===== src/sv/rgtm_pkg.sv =====
// ----------------------------------------------------------------------------
// rgtm_pkg
// Shared types and constants of the global tone mapper: pixel word
// layout, fixed-point constants and sequencer state codes.
// ----------------------------------------------------------------------------
package rgtm_pkg;

    // Luminance weights in Q0.16 (they sum to 1.0)
    localparam logic [15:0] W_RED   = 16'd17695;
    localparam logic [15:0] W_GREEN = 16'd43909;
    localparam logic [15:0] W_BLUE  = 16'd3932;

    // ceil(2^39 / 255): (n * RECIP_255) >> 39 is n / 255 for any 32-bit n
    localparam logic [31:0] RECIP_255 = 32'h8080_8081;

    // 0.00001 in Q.30
    localparam logic [40:0] EPS_Q30 = 41'd10737;

    // ln(2) in Q0.32
    localparam logic [31:0] LN2_Q32 = 32'd2977044472;

    // Widths
    localparam int X_W   = 41;   // ln argument, Q.30
    localparam int LN_W  = 24;   // ln result, signed Q.16
    localparam int SUM_W = 48;   // log accumulator
    localparam int DIV_W = 64;   // divider operands

    localparam logic signed [SUM_W-1:0] SUM_MAX = 48'sh7FFF_FFFF_FFFF;
    localparam logic signed [SUM_W-1:0] SUM_MIN = 48'sh8000_0000_0000;

    // Configuration register indexes
    localparam logic [1:0] CFG_PEAK  = 2'd0;
    localparam logic [1:0] CFG_KEY   = 2'd1;
    localparam logic [1:0] CFG_COUNT = 2'd2;

    // One queued pixel word
    typedef struct packed {
        logic       is_map;
        logic [7:0] red;
        logic [7:0] green;
        logic [7:0] blue;
        logic       frame_end;
    } q_item_t;

    // Back end sequencer
    typedef enum logic [3:0] {
        ST_IDLE,
        ST_LUM_SUM,
        ST_LUM_MUL,
        ST_LUM_DIV,
        ST_LN_TERM,
        ST_MEAN_GO,
        ST_MEAN_DIV,
        ST_SRCH_GO,
        ST_SRCH_LN,
        ST_K_MUL,
        ST_K_GO,
        ST_K_DIV,
        ST_MAP_MUL,
        ST_MAP_GO,
        ST_MAP_DIV
    } back_state_t;

    // Log unit sequencer
    typedef enum logic [2:0] {
        LN_IDLE,
        LN_NORM,
        LN_SQ,
        LN_MUL,
        LN_FIN
    } ln_state_t;

endpackage


===== src/sv/rgtm_front.sv =====
// ----------------------------------------------------------------------------
// rgtm_front
// Command front end: takes pixel words, tags them as statistics or map
// words and holds them in a two-entry queue for the back end.
// ----------------------------------------------------------------------------
module rgtm_front
(
    input  logic              clk,
    input  logic              rst_n,
    input  logic              start,
    input  logic              mode,
    input  logic [7:0]        red_in,
    input  logic [7:0]        green_in,
    input  logic [7:0]        blue_in,
    input  logic              frame_end,
    output logic              busy,
    input  logic              q_pop,
    output logic              q_valid,
    output rgtm_pkg::q_item_t q_item
);

    rgtm_pkg::q_item_t q_mem_reg [2];
    logic              wr_ptr_reg, wr_ptr_next;
    logic              rd_ptr_reg, rd_ptr_next;
    logic [1:0]        count_reg, count_next;
    logic              push;
    logic              pop;
    rgtm_pkg::q_item_t item_in;

    // Classify and pack the incoming word
    always_comb
    begin
        item_in.is_map    = mode;
        item_in.red       = red_in;
        item_in.green     = green_in;
        item_in.blue      = blue_in;
        item_in.frame_end = frame_end;
    end

    assign busy = (count_reg == 2'd2);
    assign push = start && !busy;
    assign pop  = q_pop && (count_reg != 2'd0);

    // Pointers and fill
    always_comb
    begin
        wr_ptr_next = push ? ~wr_ptr_reg : wr_ptr_reg;
        rd_ptr_next = pop ? ~rd_ptr_reg : rd_ptr_reg;
        count_next  = count_reg + {1'b0, push} - {1'b0, pop};
    end

    always_ff @(posedge clk or negedge rst_n)
    begin
        if (!rst_n)
        begin
            wr_ptr_reg <= 1'b0;
            rd_ptr_reg <= 1'b0;
            count_reg  <= 2'd0;
        end
        else
        begin
            wr_ptr_reg <= wr_ptr_next;
            rd_ptr_reg <= rd_ptr_next;
            count_reg  <= count_next;
        end
    end

    // Queue storage
    always_ff @(posedge clk)
    begin
        if (push)
        begin
            q_mem_reg[wr_ptr_reg] <= item_in;
        end
    end

    assign q_valid = (count_reg != 2'd0);
    assign q_item  = q_mem_reg[rd_ptr_reg];

endmodule


===== config.mk =====
export PLATFORM = sky130hd
export DESIGN_NAME = rgtm_front
export DESIGN_NICKNAME = d
export VERILOG_FILES = /design/src/sv/rgtm_pkg.sv /design/src/sv/rgtm_front.sv
export SDC_FILE = /design/constraint.sdc
export NUM_CORES = 1
export LEC_CHECK = 0
export ABC_AREA = 1
export ABC_CLOCK_PERIOD_IN_PS = 3900
export BUFFER_PORTS_ARGS = -buffer_cell sky130_fd_sc_hd__buf_2
export CELL_PAD_IN_SITES_DETAIL_PLACEMENT = 0
export CELL_PAD_IN_SITES_GLOBAL_PLACEMENT = 2
export CORE_UTILIZATION = 36
export CTS_CLUSTER_SIZE = 8
export DETAILED_ROUTE_END_ITERATION = 8
export PLACE_DENSITY_LB_ADDON = 0.08
export SETUP_SLACK_MARGIN = 0.02
export SKIP_CTS_REPAIR_TIMING = 1
export SLEW_MARGIN = 20
export SYNTH_ARGS = -nofsm -noshare
export SYNTH_HDL_FRONTEND = slang
export SYNTH_SLANG_ARGS = --single-unit

===== constraint.sdc =====
create_clock -name clk -period 3.9 [get_ports clk]
set_input_delay 0.975 -clock clk [delete_from_list [all_inputs] [get_ports clk]]
set_output_delay 0.975 -clock clk [all_outputs]
set_load 0.02 [all_outputs]

Word level (Yosys, flattened, before mapping)
Memory sizes are Yosys's and may differ from the RTL's.
Index checks and enable logic that the tools add are counted.
Cells by class
  $add $sub $neg: 2
  eq/ne operators: 1
  muxes and demuxes: 2
  bitwise logic cells: 2
  reduce and logical (&&, ||, !) cells: 4
Operators with widths (number)
  adder 2 x 1 -> 2 bit: 1
  == test 2 bit, second input constant: 1
  logical AND 1 bit: 2
  two-way mux 1 bit: 2
  inverter 1 bit: 2
  nonzero test 2 bit: 1
  subtractor 2 x 1 -> 2 bit: 1
  logical NOT 1 bit: 1
Storage, ports and cells
  register bits: 4
  bits in writable memories: 52
  input port bits: 30
  word-level logic and storage cells: 15
  memories kept: 1
Memory list
  q_mem_reg: depth 2, bits a word 26, read ports 1, clocked after Yosys merged registers in 0, write ports 1, RTL line rgtm_front.sv:22  | rgtm_pkg::q_item_t q_mem_reg [2];

Logic depth before layout (Yosys ltp)
Gate-level depths: netlist (run 1).
  depth after elaboration: 5
  gate-level depth with buffers: 10
  depth with buffers taken out: 10

Worst setup path before layout (run 1)
OpenSTA, ideal clock, no wires.
  path kind: input port to flip-flop
  start point: in start
  end point: mem q_mem_reg[1][0] (netlist bit) (enable)
  setup time: 409 ps
  arrival time: 2164 ps
  slack: 1327 ps
  cell stages on the path: 2
  path buffers: 0
  cells stage by stage: nand2_1 > nor2_1
Between the ends
  longest elaborated chain between the ends: 3
RTL lines
  start, declared: RTL line rgtm_front.sv:10  | input logic start,
  logical AND 1 bit: RTL line rgtm_front.sv:41  | assign push = start && !busy;
  two-way mux 1 bit: RTL line rgtm_front.sv:71  | if (push)
  two-way mux 1 bit (not written as such): RTL line rgtm_front.sv:73  | q_mem_reg[wr_ptr_reg] <= item_in;
  end, declared: RTL line rgtm_front.sv:22
Every way passes these cells.

==> report_table.html, run 1 <==
<table>
<tr><th>Metric</th><th>Value</th></tr>
<tr><th colspan="2">Synth</th></tr>
<tr><td>Cell Area, Synth</td><td>around 2200 um^2</td></tr>
<tr><td>Proportion of synthesized chip area in sequential cells</td><td>0.769</td></tr>
<tr><td>Number of instances in the synthesized netlist</td><td>between 150 and 200</td></tr>
<tr><td>Ys Warns</td><td>0</td></tr>
<tr><td>Number of library cell types mapped by synthesis</td><td>12</td></tr>
<tr><td>Syn avg cell area</td><td>12.9 um^2</td></tr>
<tr><td>Number of nets produced by synthesis</td><td>200</td></tr>
<tr><td>Flops &amp; latches, synth</td><td>56</td></tr>
<tr><th colspan="2">Flow run</th></tr>
<tr><td>Max-cap viol count</td><td>0</td></tr>
<tr><th colspan="2">Critical path</th></tr>
<tr><td>Setup Crit Path Kind</td><td>reg2out</td></tr>
<tr><td>Crit path max-delay cell type</td><td>sky130_fd_sc_hd__dfrtp_1</td></tr>
<tr><td>Endpoint class of the critical path</td><td>output pin</td></tr>
<tr><td>Worst Path Arrival</td><td>1.76 ns</td></tr>
<tr><td>Ordered cell list for the critical path</td><td>buf_4 -&gt; nand2_1 -&gt; nand2_1 -&gt; buf_2</td></tr>
<tr><td>Sort of element at the start of the critical path</td><td>flip-flop</td></tr>
<tr><td>Critical Path RT</td><td>about 3 ns</td></tr>
<tr><td>Crit-path most repeated cell</td><td>sky130_fd_sc_hd__nand2_1</td></tr>
<tr><td>Peak per-stage delay on the critical path</td><td>0.82 ns</td></tr>
<tr><td>Crit path max fanout</td><td>17</td></tr>
<tr><td>Slack of the worst reg-to-reg path</td><td>around 2.0 ns</td></tr>
<tr><th colspan="2">GRT</th></tr>
<tr><td>Global-route wire length before repair</td><td>about 6000 um</td></tr>
<tr><td>Total global-route track usage</td><td>0.128</td></tr>
<tr><td>Congestion Overflow GR</td><td>0</td></tr>
<tr><td>Number of global-route vias before repair</td><td>1270</td></tr>
<tr><td>Largest net degree at the start of global routing</td><td>28</td></tr>
<tr><td>Number of antenna violations at the first check in global routing</td><td>0</td></tr>
<tr><th colspan="2">Layout</th></tr>
<tr><td>Final antenna diode count</td><td>0</td></tr>
<tr><td>Layout Nets</td><td>261</td></tr>
<tr><td>Number of flip-flops in the largest register</td><td>52</td></tr>
<tr><td>Sequential cell area in the final layout</td><td>between 1500 and 2000 um^2</td></tr>
<tr><td>Fraction of final layout cells sized beyond drive strength 1</td><td>0.319</td></tr>
<tr><td>Utilization of the core after routing</td><td>0.466</td></tr>
<tr><td>Filler cell count in the final layout</td><td>499</td></tr>
<tr><td>Area growth, synth to finish</td><td>21.5%</td></tr>
<tr><td>Multi-input combinational cell area</td><td>about 400 um^2</td></tr>
<tr><th colspan="2">STA</th></tr>
<tr><td>Achievable clock frequency</td><td>around 370 MHz</td></tr>
<tr><td>Tcrit/Tclk final</td><td>0.700</td></tr>
<tr><td>Setup skew after layout</td><td>roughly 0.0046 ns</td></tr>
<tr><td>Hold Fails Final Rpt</td><td>0</td></tr>
<tr><td>Total Neg Setup Slack</td><td>0 ns</td></tr>
<tr><td>Worst Max-Slew Pin Slew</td><td>0.951 ns</td></tr>
<tr><td>Headroom to the max-slew limit</td><td>0.362</td></tr>
<tr><td>Max Slew Vio Count</td><td>0</td></tr>
<tr><td>Time the worst path needs with I/O delays and setup</td><td>around 2.7 ns</td></tr>
<tr><td>Number of failing setup endpoints in the final timing report</td><td>0</td></tr>
<tr><td>RSZ-0062 raised after global routing</td><td>false</td></tr>
<tr><th colspan="2">Die</th></tr>
<tr><td>Horizontal extent of the die</td><td>79.5 um</td></tr>
<tr><td>Row count</td><td>27</td></tr>
<tr><td>Die span in y</td><td>about 79 um</td></tr>
<tr><td>Core footprint</td><td>5640 um^2</td></tr>
<tr><td>Initial standard-cell utilization of the core</td><td>0.383</td></tr>
<tr><td>Ports</td><td>58</td></tr>
<tr><td>DIE AREA</td><td>between 6000 and 7000 um^2</td></tr>
<tr><th colspan="2">Pwr</th></tr>
<tr><td>Leakage power of the design</td><td>1.18 nW</td></tr>
<tr><td>Design Power</td><td>~2 mW</td></tr>
<tr><td>Maximum ir drop on the vdd rail</td><td>~340 uV</td></tr>
<tr><td>Power density cells</td><td>roughly 780 nW/um^2</td></tr>
<tr><th colspan="2">Clock network</th></tr>
<tr><td>Clock slew seen by the registers of the worst setup and hold paths</td><td>approximately 0.090 ns</td></tr>
<tr><td>Latest clock arrival within the worst-skew pair</td><td>0.30 ns</td></tr>
<tr><td>Number of buffers inserted during clock tree synthesis</td><td>5</td></tr>
<tr><td>Deepest clock path buffer count</td><td>2</td></tr>
<tr><td>Clock tree from TritonCTS</td><td>yes</td></tr>
<tr><td>Clock Sinks</td><td>56</td></tr>
<tr><td>CTS H-Tree Depth</td><td>2</td></tr>
<tr><td>Buffer type at the clock tree root</td><td>sky130_fd_sc_hd__clkbuf_8</td></tr>
<tr><th colspan="2">Place</th></tr>
<tr><td>Detailed placer's ending HPWL</td><td>approximately 2500 um</td></tr>
<tr><td>Port Buffers</td><td>57</td></tr>
<tr><td>Final weighted congestion in routability-driven placement</td><td>between 0.6 and 0.7</td></tr>
<tr><th colspan="2">Outcome</th></tr>
<tr><td>Result of the run</td><td>completed</td></tr>
<tr><th colspan="2">Routing</th></tr>
<tr><td>Post-detailed-routing wire length</td><td>3780 um</td></tr>
<tr><td>Detail-routed net length per standard cell</td><td>12.6 um</td></tr>
<tr><td>Detailed-route vias per instance</td><td>roughly 4.4</td></tr>
<tr><td>Number of remaining DRC errors</td><td>0</td></tr>
<tr><td>First-pass iteration count of the detailed router</td><td>4</td></tr>
<tr><td>Total via count after detailed routing</td><td>between 1000 and 1500</td></tr>
<tr><td>Post-route antenna net violation count</td><td>0</td></tr>
<tr><td>Detailed Route Iter0 Violations</td><td>between 70 and 80</td></tr>
<tr><th colspan="2">Min path</th></tr>
<tr><td>Path type of the worst min-delay path</td><td>in2async</td></tr>
</table>
-- path summary, 6_finish.rpt --
| path | startpoint | endpoint | cells past startpoint |
|---|---|---|---|
| worst max register to register | count_reg[0] | q_mem_reg[0][17] | 4 |
| min in group clk | wr_ptr_reg | wr_ptr_reg | 2 |
| max in group asynchronous | rst_n | rd_ptr_reg | 1 |
| worst max-delay path | rd_ptr_reg | q_item[1] | 4 |
| worst min-delay path | rst_n | count_reg[0] | 1 |
| worst min register to register | wr_ptr_reg | wr_ptr_reg | 2 |
-- stage by stage --
step	cells	instance area [um^2]	setup WS [ns]	hold slack (ns)
6_report	301	2630	1.17	0.464
5_1_grt	301	2630	0.998	0.452
4_1_cts	301	2630	1.14	0.456
3_5_place_dp	294	2500	1.47	0.470
3_3_place_gp	294	2500	1.51	0.455
2_1_floorplan	168	2160	1.33	0.442
-- per-layer routing --
metal  up-vias  wire, um  GRT usage
li1        671         -          -
met1       609      1530      0.143
met2        40      1990      0.224
met3         4       230     0.0411
met4         0        34     0.0509
met5         -         0          0
-- layout by cell type (no fill, tap or decap), types with 2 or more instances in the layout --
| master | count |
|---|---|
| sky130_fd_sc_hd__inv_1 | 8 |
| sky130_fd_sc_hd__dfrtp_1 | 4 |
| sky130_fd_sc_hd__nand2_1 | 86 |
| sky130_fd_sc_hd__clkbuf_8 | 5 |
| sky130_fd_sc_hd__nand3_1 | 3 |
| sky130_fd_sc_hd__buf_4 | 2 |
| sky130_fd_sc_hd__buf_2 | 57 |
| sky130_fd_sc_hd__nand2_2 | 5 |
| sky130_fd_sc_hd__ha_1 | 2 |
| sky130_fd_sc_hd__edfxtp_1 | 52 |
| sky130_fd_sc_hd__bufinv_16 | 2 |
-- worst max-delay path: cells and delay by family (launching register included) --
family        cells  cell delay (ns)
simple gates      2             0.15
flops             1             0.82
buf+inv           2             0.48
-- area by class of cell --
class	instances	area share
tap	72	0.0343
multi-input combinational	97	0.152
sequential	56	0.633
clock buffer	5	0.0262
timing repair buffer	59	0.114
inverter	10	0.0172
clock inverter	2	0.0229
-- power by group --
group          internal (mW)  total (mW)  switching (mW)
clock                  0.253       0.426           0.173
combinational          0.219       0.738           0.519
sequential             0.823       0.891          0.0681
-- cells by family after synthesis --
kind of cell	synth area share
DFF	0.769
and+or+nand+nor	0.173
adders and majority gates	0.0116
buffers and inverters	0.0469
-- cell usage after synthesis, drive strengths merged --
master | n | share of area
inv | 10 | 0.021
nand3 | 3 | 0.0069
buf | 5 | 0.026
nand2 | 91 | 0.16
ha | 2 | 0.012
edfxtp | 52 | 0.72
nor2 | 1 | 0.0017
dfrtp | 4 | 0.046
No activity file was read; power rests on OpenSTA's default activity.
==> inputs of run 2 (changes only) <==
ABC_AREA = 0   (was 1)
ABC_CLOCK_PERIOD_IN_PS = 2500   (was 3900)
CORE_UTILIZATION = 34   (was 36)
clock period = 2.5 ns   (was 3.9 ns; I/O delays follow)
==> report_table.html, run 2 <==
<table>
<tr><th>Metric</th><th>Value</th></tr>
<tr><th colspan="2">Synth</th></tr>
<tr><td>Number of instances in the synthesized netlist</td><td>between 90 and 100</td></tr>
<tr><td>Async SR Flop Fraction</td><td>0.0714</td></tr>
<tr><td>Proportion of synthesized chip area in sequential cells</td><td>0.769</td></tr>
<tr><td>Cell Area, Synth</td><td>2160 um^2</td></tr>
<tr><td>Ys Warns</td><td>0</td></tr>
<tr><td>Syn avg cell area</td><td>21.8 um^2</td></tr>
<tr><td>Commonest cells in the netlist</td><td>sky130_fd_sc_hd__edfxtp_1 (52), sky130_fd_sc_hd__mux2_4 (19), sky130_fd_sc_hd__mux2_1 (7), sky130_fd_sc_hd__dfrtp_1 (4)</td></tr>
<tr><td>Flops &amp; latches, synth</td><td>56</td></tr>
<tr><td>Cell accounting for the most synthesized area</td><td>sky130_fd_sc_hd__edfxtp_1</td></tr>
<tr><td>Cell with the most instances after synthesis</td><td>sky130_fd_sc_hd__edfxtp_1</td></tr>
<tr><td>Number of nets produced by synthesis</td><td>131</td></tr>
<tr><td>Number of library cell types mapped by synthesis</td><td>15</td></tr>
<tr><td>Dominant cells by area after synthesis</td><td>sky130_fd_sc_hd__edfxtp_1 (72%), sky130_fd_sc_hd__mux2_4 (13%), sky130_fd_sc_hd__dfrtp_1 (4.6%), sky130_fd_sc_hd__mux2_1 (3.6%), sky130_fd_sc_hd__buf_6 (1.6%)</td></tr>
<tr><td>Share of Yosys cell area claimed by the top area cell type</td><td>0.722</td></tr>
<tr><td>Most frequently used flop master after synthesis</td><td>sky130_fd_sc_hd__edfxtp_1</td></tr>
<tr><td>Number of enable flip-flop cells after synthesis</td><td>52</td></tr>
<tr><th colspan="2">Outcome</th></tr>
<tr><td>Result of the run</td><td>completed</td></tr>
<tr><th colspan="2">Critical path</th></tr>
<tr><td>Critical Path RT</td><td>approximately 1.9 ns</td></tr>
<tr><td>Worst-case reg-to-reg path depth</td><td>7</td></tr>
<tr><td>Worst Path Arrival</td><td>1.42 ns</td></tr>
<tr><td>Ordered cell list for the critical path</td><td>buf_12 -&gt; mux2_1 -&gt; buf_2</td></tr>
<tr><td>Peak per-stage delay on the critical path</td><td>between 0.3 and 0.4 ns</td></tr>
<tr><td>Setup Crit Path Kind</td><td>reg2out</td></tr>
<tr><td>Count of buffer and inverter cells on the critical path</td><td>2</td></tr>
<tr><td>Endpoint class of the critical path</td><td>output pin</td></tr>
<tr><td>Crit path max fanout</td><td>27</td></tr>
<tr><td>Sort of element at the start of the critical path</td><td>flip-flop</td></tr>
<tr><td>Crit path max-delay cell type</td><td>sky130_fd_sc_hd__dfrtp_2</td></tr>
<tr><td>Stages on the worst setup path</td><td>3</td></tr>
<tr><td>Dominant delay contributor by cell family on the critical path</td><td>flip-flops</td></tr>
<tr><th colspan="2">Routing</th></tr>
<tr><td>Number of remaining DRC errors</td><td>0</td></tr>
<tr><td>Detailed Route Iter0 Violations</td><td>33</td></tr>
<tr><td>Detailed-route vias per instance</td><td>4.38</td></tr>
<tr><td>Post-route antenna net violation count</td><td>0</td></tr>
<tr><td>First-pass iteration count of the detailed router</td><td>2</td></tr>
<tr><td>Total via count after detailed routing</td><td>between 1000 and 1500</td></tr>
<tr><td>Detail-routed net length per standard cell</td><td>between 10 and 15 um</td></tr>
<tr><td>Post-detailed-routing wire length</td><td>3360 um</td></tr>
<tr><th colspan="2">STA</th></tr>
<tr><td>Max Slew Vio Count</td><td>0</td></tr>
<tr><td>Post-layout worst setup margin</td><td>roughly 0.46 ns</td></tr>
<tr><td>Total Neg Setup Slack</td><td>0 ns</td></tr>
<tr><td>Headroom to the max-slew limit</td><td>0.757</td></tr>
<tr><td>Achievable clock frequency</td><td>490 MHz</td></tr>
<tr><td>Number of failing setup endpoints in the final timing report</td><td>0</td></tr>
<tr><td>RSZ-0062 raised after global routing</td><td>false</td></tr>
<tr><td>Hold Fails Final Rpt</td><td>0</td></tr>
<tr><td>Final Hold Slack</td><td>0.114 ns</td></tr>
<tr><td>Time the worst path needs with I/O delays and setup</td><td>between 2 and 2.5 ns</td></tr>
<tr><td>Tcrit/Tclk final</td><td>0.816</td></tr>
<tr><td>Setup skew after layout</td><td>~0.0077 ns</td></tr>
<tr><td>Worst Max-Slew Pin Slew</td><td>0.365 ns</td></tr>
<tr><th colspan="2">Pwr</th></tr>
<tr><td>Maximum ir drop on the vdd rail</td><td>561 uV</td></tr>
<tr><td>Power density cells</td><td>roughly 1200 nW/um^2</td></tr>
<tr><td>Leakage power of the design</td><td>between 1 and 1.5 nW</td></tr>
<tr><td>Design Power</td><td>between 3 and 4 mW</td></tr>
<tr><th colspan="2">GRT</th></tr>
<tr><td>Global-route wire length before repair</td><td>4940 um</td></tr>
<tr><td>Number of global-route vias before repair</td><td>approximately 1100</td></tr>
<tr><td>Number of antenna violations at the first check in global routing</td><td>0</td></tr>
<tr><td>Congestion Overflow GR</td><td>0</td></tr>
<tr><td>Total global-route track usage</td><td>0.108</td></tr>
<tr><td>Largest net degree at the start of global routing</td><td>28</td></tr>
<tr><th colspan="2">Place</th></tr>
<tr><td>Detailed placer's ending HPWL</td><td>roughly 2300 um</td></tr>
<tr><td>Post-placement cell area</td><td>~2600 um^2</td></tr>
<tr><td>Cell count after placement</td><td>232</td></tr>
<tr><td>Final weighted congestion in routability-driven placement</td><td>approximately 0.59</td></tr>
<tr><td>Port Buffers</td><td>between 50 and 60</td></tr>
<tr><td>Post-placement setup slack</td><td>between 0.7 and 0.8 ns</td></tr>
<tr><th colspan="2">Die</th></tr>
<tr><td>Ports</td><td>58</td></tr>
<tr><td>Core footprint</td><td>about 6000 um^2</td></tr>
<tr><td>Initial standard-cell utilization of the core</td><td>0.359</td></tr>
<tr><td>Row count</td><td>28</td></tr>
<tr><td>Horizontal extent of the die</td><td>between 80 and 90 um</td></tr>
<tr><td>Die span in y</td><td>roughly 82 um</td></tr>
<tr><td>DIE AREA</td><td>around 6700 um^2</td></tr>
<tr><th colspan="2">Min path</th></tr>
<tr><td>Path type of the worst min-delay path</td><td>in2async</td></tr>
<tr><th colspan="2">Layout</th></tr>
<tr><td>Area growth, synth to finish</td><td>23.1%</td></tr>
<tr><td>Number of flip-flops in the largest register</td><td>52</td></tr>
<tr><td>Final instance count without filler cells</td><td>240</td></tr>
<tr><td>Utilization of the core after routing</td><td>0.442</td></tr>
<tr><td>Most common library cell in the layout ignoring fill and taps</td><td>sky130_fd_sc_hd__buf_2</td></tr>
<tr><td>Leading cell types in the layout, fill and taps excluded</td><td>sky130_fd_sc_hd__buf_2 (57), sky130_fd_sc_hd__edfxtp_1 (52), sky130_fd_sc_hd__mux2_4 (19)</td></tr>
<tr><td>Final antenna diode count</td><td>0</td></tr>
<tr><td>Total non-filler cell area in the finished layout</td><td>2660 um^2</td></tr>
<tr><td>Filler cell count in the final layout</td><td>between 500 and 600</td></tr>
<tr><td>Fraction of final layout cells sized beyond drive strength 1</td><td>0.545</td></tr>
<tr><td>Layout Nets</td><td>approximately 200</td></tr>
<tr><th colspan="2">Flow run</th></tr>
<tr><td>Max-cap viol count</td><td>0</td></tr>
<tr><th colspan="2">Clock network</th></tr>
<tr><td>Latest clock arrival within the worst-skew pair</td><td>around 0.30 ns</td></tr>
<tr><td>Clock Sinks</td><td>56</td></tr>
<tr><td>Clock slew seen by the registers of the worst setup and hold paths</td><td>about 0.090 ns</td></tr>
<tr><td>Clock tree from TritonCTS</td><td>yes</td></tr>
<tr><td>Number of buffers inserted during clock tree synthesis</td><td>5</td></tr>
<tr><td>CTS H-Tree Depth</td><td>2</td></tr>
<tr><td>Deepest clock path buffer count</td><td>2</td></tr>
<tr><td>Buffer type at the clock tree root</td><td>sky130_fd_sc_hd__clkbuf_8</td></tr>
</table>
run 2: kinds of logic (layout without fill, tap and decap cells):
family | after synthesis | in the layout | share of synthesized area
multiplexers | 26 | 26 | 0.168
AND/OR/NAND/NOR | 6 | 6 | 0.0162
adder cells (fa/ha/maj) | 2 | 2 | 0.0116
flip-flops | 56 | 56 | 0.769
XOR/XNOR | 4 | 4 | 0.0162
buffers and inverters | 5 | 71 | 0.0191
run 2: path summary, 6_finish.rpt:
path / startpoint / to / slack (ns)
worst max-delay path: rd_ptr_reg / q_item[2] / 0.46
worst min-delay path: rst_n / rd_ptr_reg / 0.11
worst max register to register: count_reg[1] / count_reg[1] / 0.78
worst min register to register: wr_ptr_reg / wr_ptr_reg / 0.52
max in group asynchronous: rst_n / rd_ptr_reg / 2.25
min in group clk: red_in[6] / q_mem_reg[1][23] / 0.51
run 2: cell type report:
class | instances | area, um^2 | share of cell area
multi-input cells | 38 | 462 | 0.173
well taps | 75 | 93.8 | 0.0353
clock inverters | 2 | 35.0 | 0.0132
flip-flops and latches | 56 | 1660 | 0.625
clock buffers | 6 | 72.6 | 0.0273
repair buffers | 61 | 328 | 0.123
inverters | 2 | 7.51 | 0.00282
run 2: where the power goes:
part	switching (mW)	total [mW]	leakage, nW	internal, mW
Clock	0.262	0.559	0.0552	0.297
Sequential	0.0662	1.35	0.529	1.29
Combinational	0.675	1.21	0.492	0.539
Total	1.00	3.13	1.08	2.12
run 2: per-layer routing:
layer / routed length (um) / GRT usage / vias to the layer above
met5: 0 / 0 / -
met3: 198 / 0.0367 / 7
met2: 1820 / 0.201 / 34
met1: 1270 / 0.103 / 506
li1: - / - / 505
met4: 74 / 0.0579 / 0
==> inputs of run 3 (changes only) <==
ABC_AREA = 1   (was 0)
ABC_CLOCK_PERIOD_IN_PS = 1900   (was 2500)
CORE_UTILIZATION = 33   (was 34)
clock period = 1.9 ns   (was 2.5 ns; I/O delays follow)
==> report_table.html, run 3 (same netlist as run 1, synthesis figures left out) <==
<table>
<tr><th>Metric</th><th>Value</th></tr>
<tr><th colspan="2">Routing</th></tr>
<tr><td>Detailed-route vias per instance</td><td>between 4 and 5</td></tr>
<tr><td>Total via count after detailed routing</td><td>around 1300</td></tr>
<tr><td>Post-detailed-routing wire length</td><td>3750 um</td></tr>
<tr><td>Detail-routed net length per standard cell</td><td>approximately 12 um</td></tr>
<tr><td>Number of remaining DRC errors</td><td>0</td></tr>
<tr><td>First-pass iteration count of the detailed router</td><td>4</td></tr>
<tr><td>Detailed Route Iter0 Violations</td><td>between 60 and 70</td></tr>
<tr><td>Post-route antenna net violation count</td><td>0</td></tr>
<tr><th colspan="2">Die</th></tr>
<tr><td>DIE AREA</td><td>around 6900 um^2</td></tr>
<tr><td>Horizontal extent of the die</td><td>82.9 um</td></tr>
<tr><td>Row count</td><td>29</td></tr>
<tr><td>Core footprint</td><td>approximately 6300 um^2</td></tr>
<tr><td>Initial standard-cell utilization of the core</td><td>0.340</td></tr>
<tr><td>Ports</td><td>slightly below 60</td></tr>
<tr><td>Die span in y</td><td>slightly above 80 um</td></tr>
<tr><th colspan="2">STA</th></tr>
<tr><td>Hold Fails Final Rpt</td><td>0</td></tr>
<tr><td>Total Neg Setup Slack</td><td>0 ns</td></tr>
<tr><td>Number of failing setup endpoints in the final timing report</td><td>0</td></tr>
<tr><td>Time the worst path needs with I/O delays and setup</td><td>about 1.7 ns</td></tr>
<tr><td>Tcrit/Tclk final</td><td>0.907</td></tr>
<tr><td>Worst Max-Slew Pin Slew</td><td>between 0.3 and 0.4 ns</td></tr>
<tr><td>Achievable clock frequency</td><td>approximately 580 MHz</td></tr>
<tr><td>Post-layout worst setup margin</td><td>between 0.15 and 0.2 ns</td></tr>
<tr><td>Setup skew after layout</td><td>approximately 0.011 ns</td></tr>
<tr><td>Headroom to the max-slew limit</td><td>0.763</td></tr>
<tr><td>RSZ-0062 raised after global routing</td><td>false</td></tr>
<tr><td>Max Slew Vio Count</td><td>0</td></tr>
<tr><th colspan="2">Pwr</th></tr>
<tr><td>Leakage power of the design</td><td>1.18 nW</td></tr>
<tr><td>Power density cells</td><td>between 1500 and 2000 nW/um^2</td></tr>
<tr><td>Design Power</td><td>roughly 4 mW</td></tr>
<tr><td>Maximum ir drop on the vdd rail</td><td>1080 uV</td></tr>
<tr><th colspan="2">Min path</th></tr>
<tr><td>Path type of the worst min-delay path</td><td>in2reg</td></tr>
<tr><th colspan="2">Layout</th></tr>
<tr><td>Area growth, synth to finish</td><td>22.0%</td></tr>
<tr><td>Layout Nets</td><td>around 260</td></tr>
<tr><td>Number of flip-flops in the largest register</td><td>52</td></tr>
<tr><td>Filler cell count in the final layout</td><td>613</td></tr>
<tr><td>Fraction of final layout cells sized beyond drive strength 1</td><td>0.322</td></tr>
<tr><td>Leading cell types in the layout, fill and taps excluded</td><td>sky130_fd_sc_hd__nand2_1 (86), sky130_fd_sc_hd__buf_2 (57), sky130_fd_sc_hd__edfxtp_1 (52)</td></tr>
<tr><td>Utilization of the core after routing</td><td>0.415</td></tr>
<tr><td>Final antenna diode count</td><td>0</td></tr>
<tr><td>Most common library cell in the layout ignoring fill and taps</td><td>sky130_fd_sc_hd__nand2_1</td></tr>
<tr><th colspan="2">Critical path</th></tr>
<tr><td>Critical Path RT</td><td>roughly 1.4 ns</td></tr>
<tr><td>Worst Path Arrival</td><td>around 1.3 ns</td></tr>
<tr><td>Setup Crit Path Kind</td><td>reg2out</td></tr>
<tr><td>Sort of element at the start of the critical path</td><td>flip-flop</td></tr>
<tr><td>Endpoint class of the critical path</td><td>output pin</td></tr>
<tr><td>Crit path max fanout</td><td>18</td></tr>
<tr><th colspan="2">Place</th></tr>
<tr><td>Detailed placer's ending HPWL</td><td>roughly 2500 um</td></tr>
<tr><td>Post-placement setup slack</td><td>0.352 ns</td></tr>
<tr><td>Port Buffers</td><td>between 50 and 60</td></tr>
<tr><td>Final weighted congestion in routability-driven placement</td><td>approximately 0.64</td></tr>
<tr><th colspan="2">GRT</th></tr>
<tr><td>Largest net degree at the start of global routing</td><td>28</td></tr>
<tr><td>Congestion Overflow GR</td><td>0</td></tr>
<tr><td>Total global-route track usage</td><td>0.118</td></tr>
<tr><td>Global-route wire length before repair</td><td>around 6200 um</td></tr>
<tr><td>Number of global-route vias before repair</td><td>between 1000 and 1500</td></tr>
<tr><td>Number of antenna violations at the first check in global routing</td><td>0</td></tr>
<tr><th colspan="2">Clock network</th></tr>
<tr><td>Clock slew seen by the registers of the worst setup and hold paths</td><td>~0.090 ns</td></tr>
<tr><td>CTS H-Tree Depth</td><td>2</td></tr>
<tr><td>Clock tree from TritonCTS</td><td>yes</td></tr>
<tr><td>Latest clock arrival within the worst-skew pair</td><td>roughly 0.30 ns</td></tr>
<tr><td>Clock Sinks</td><td>between 50 and 60</td></tr>
<tr><td>Deepest clock path buffer count</td><td>2</td></tr>
<tr><td>Number of buffers inserted during clock tree synthesis</td><td>5</td></tr>
<tr><td>Buffer type at the clock tree root</td><td>sky130_fd_sc_hd__clkbuf_8</td></tr>
<tr><th colspan="2">Flow run</th></tr>
<tr><td>Max-cap viol count</td><td>0</td></tr>
<tr><th colspan="2">Outcome</th></tr>
<tr><td>Result of the run</td><td>completed</td></tr>
</table>
-- run 3: cell count changes in the layout (fill, tap and decap cells not counted), moves of 3 or more --
cell	change
sky130_fd_sc_hd__inv_1	+7
sky130_fd_sc_hd__mux2_1	-7
sky130_fd_sc_hd__mux2_4	-19
sky130_fd_sc_hd__nand2_1	+85
sky130_fd_sc_hd__nand2_2	+5
sky130_fd_sc_hd__nand3_1	+3
sky130_fd_sc_hd__xnor2_1	-3
-- run 3: where the power goes --
group	internal (mW)	total, mW	switching [mW]	leakage, nW
sequential	1.69	1.78	0.0935	0.531
clock	0.298	0.630	0.333	0.0455
combinational	0.497	1.60	1.11	0.605
total	2.48	4.02	1.53	1.18
-- run 3: critical path, cell delays in order, from the launching register on --
cell	delay (ns)
sky130_fd_sc_hd__dfrtp_2	0.45
sky130_fd_sc_hd__buf_6	0.20
sky130_fd_sc_hd__nand2_1	0.06
sky130_fd_sc_hd__nand2_1	0.07
sky130_fd_sc_hd__buf_2	0.16
-- run 3: layout make-up --
class,count,area (um^2),area share
Multi-Input combinational cell,97,400,0.152
Tap cell,77,96.3,0.0365
Clock buffer,8,90.1,0.0342
Sequential cell,56,1660,0.631
Timing Repair Buffer,62,342,0.130
Inverter,10,45.0,0.0171
-- run 3: metal layers --
metal	up-vias	global-route usage	part of all wire
met5	-	0	0
met4	0	0.0470	0.015
met3	5	0.0378	0.062
met2	40	0.212	0.52
met1	604	0.129	0.41
li1	678	-	-
-- run 3: path summary, 6_finish.rpt --
kind                         startpoint              end  slack (ns)  cells after the start
max in group asynchronous         rst_n       rd_ptr_reg        1.27                      2
setup reg to reg           count_reg[1]     count_reg[1]        0.44                     10
min in group asynchronous         rst_n       wr_ptr_reg        0.50                      2
hold / removal               blue_in[0]  q_mem_reg[1][1]        0.36                      1
hold reg to reg              wr_ptr_reg       wr_ptr_reg        0.48                      2
setup / recovery             rd_ptr_reg       q_item[14]        0.18                      4
-- run 3: per-stage QoR --
stage	cells	cell area, um^2	hold WS, ns
final	310	2640	0.355
after floorplan	168	2160	0.179
after global placement	301	2530	0.293
after global routing	310	2640	0.342
after detailed placement	301	2530	0.294
after CTS	309	2620	-0.0401
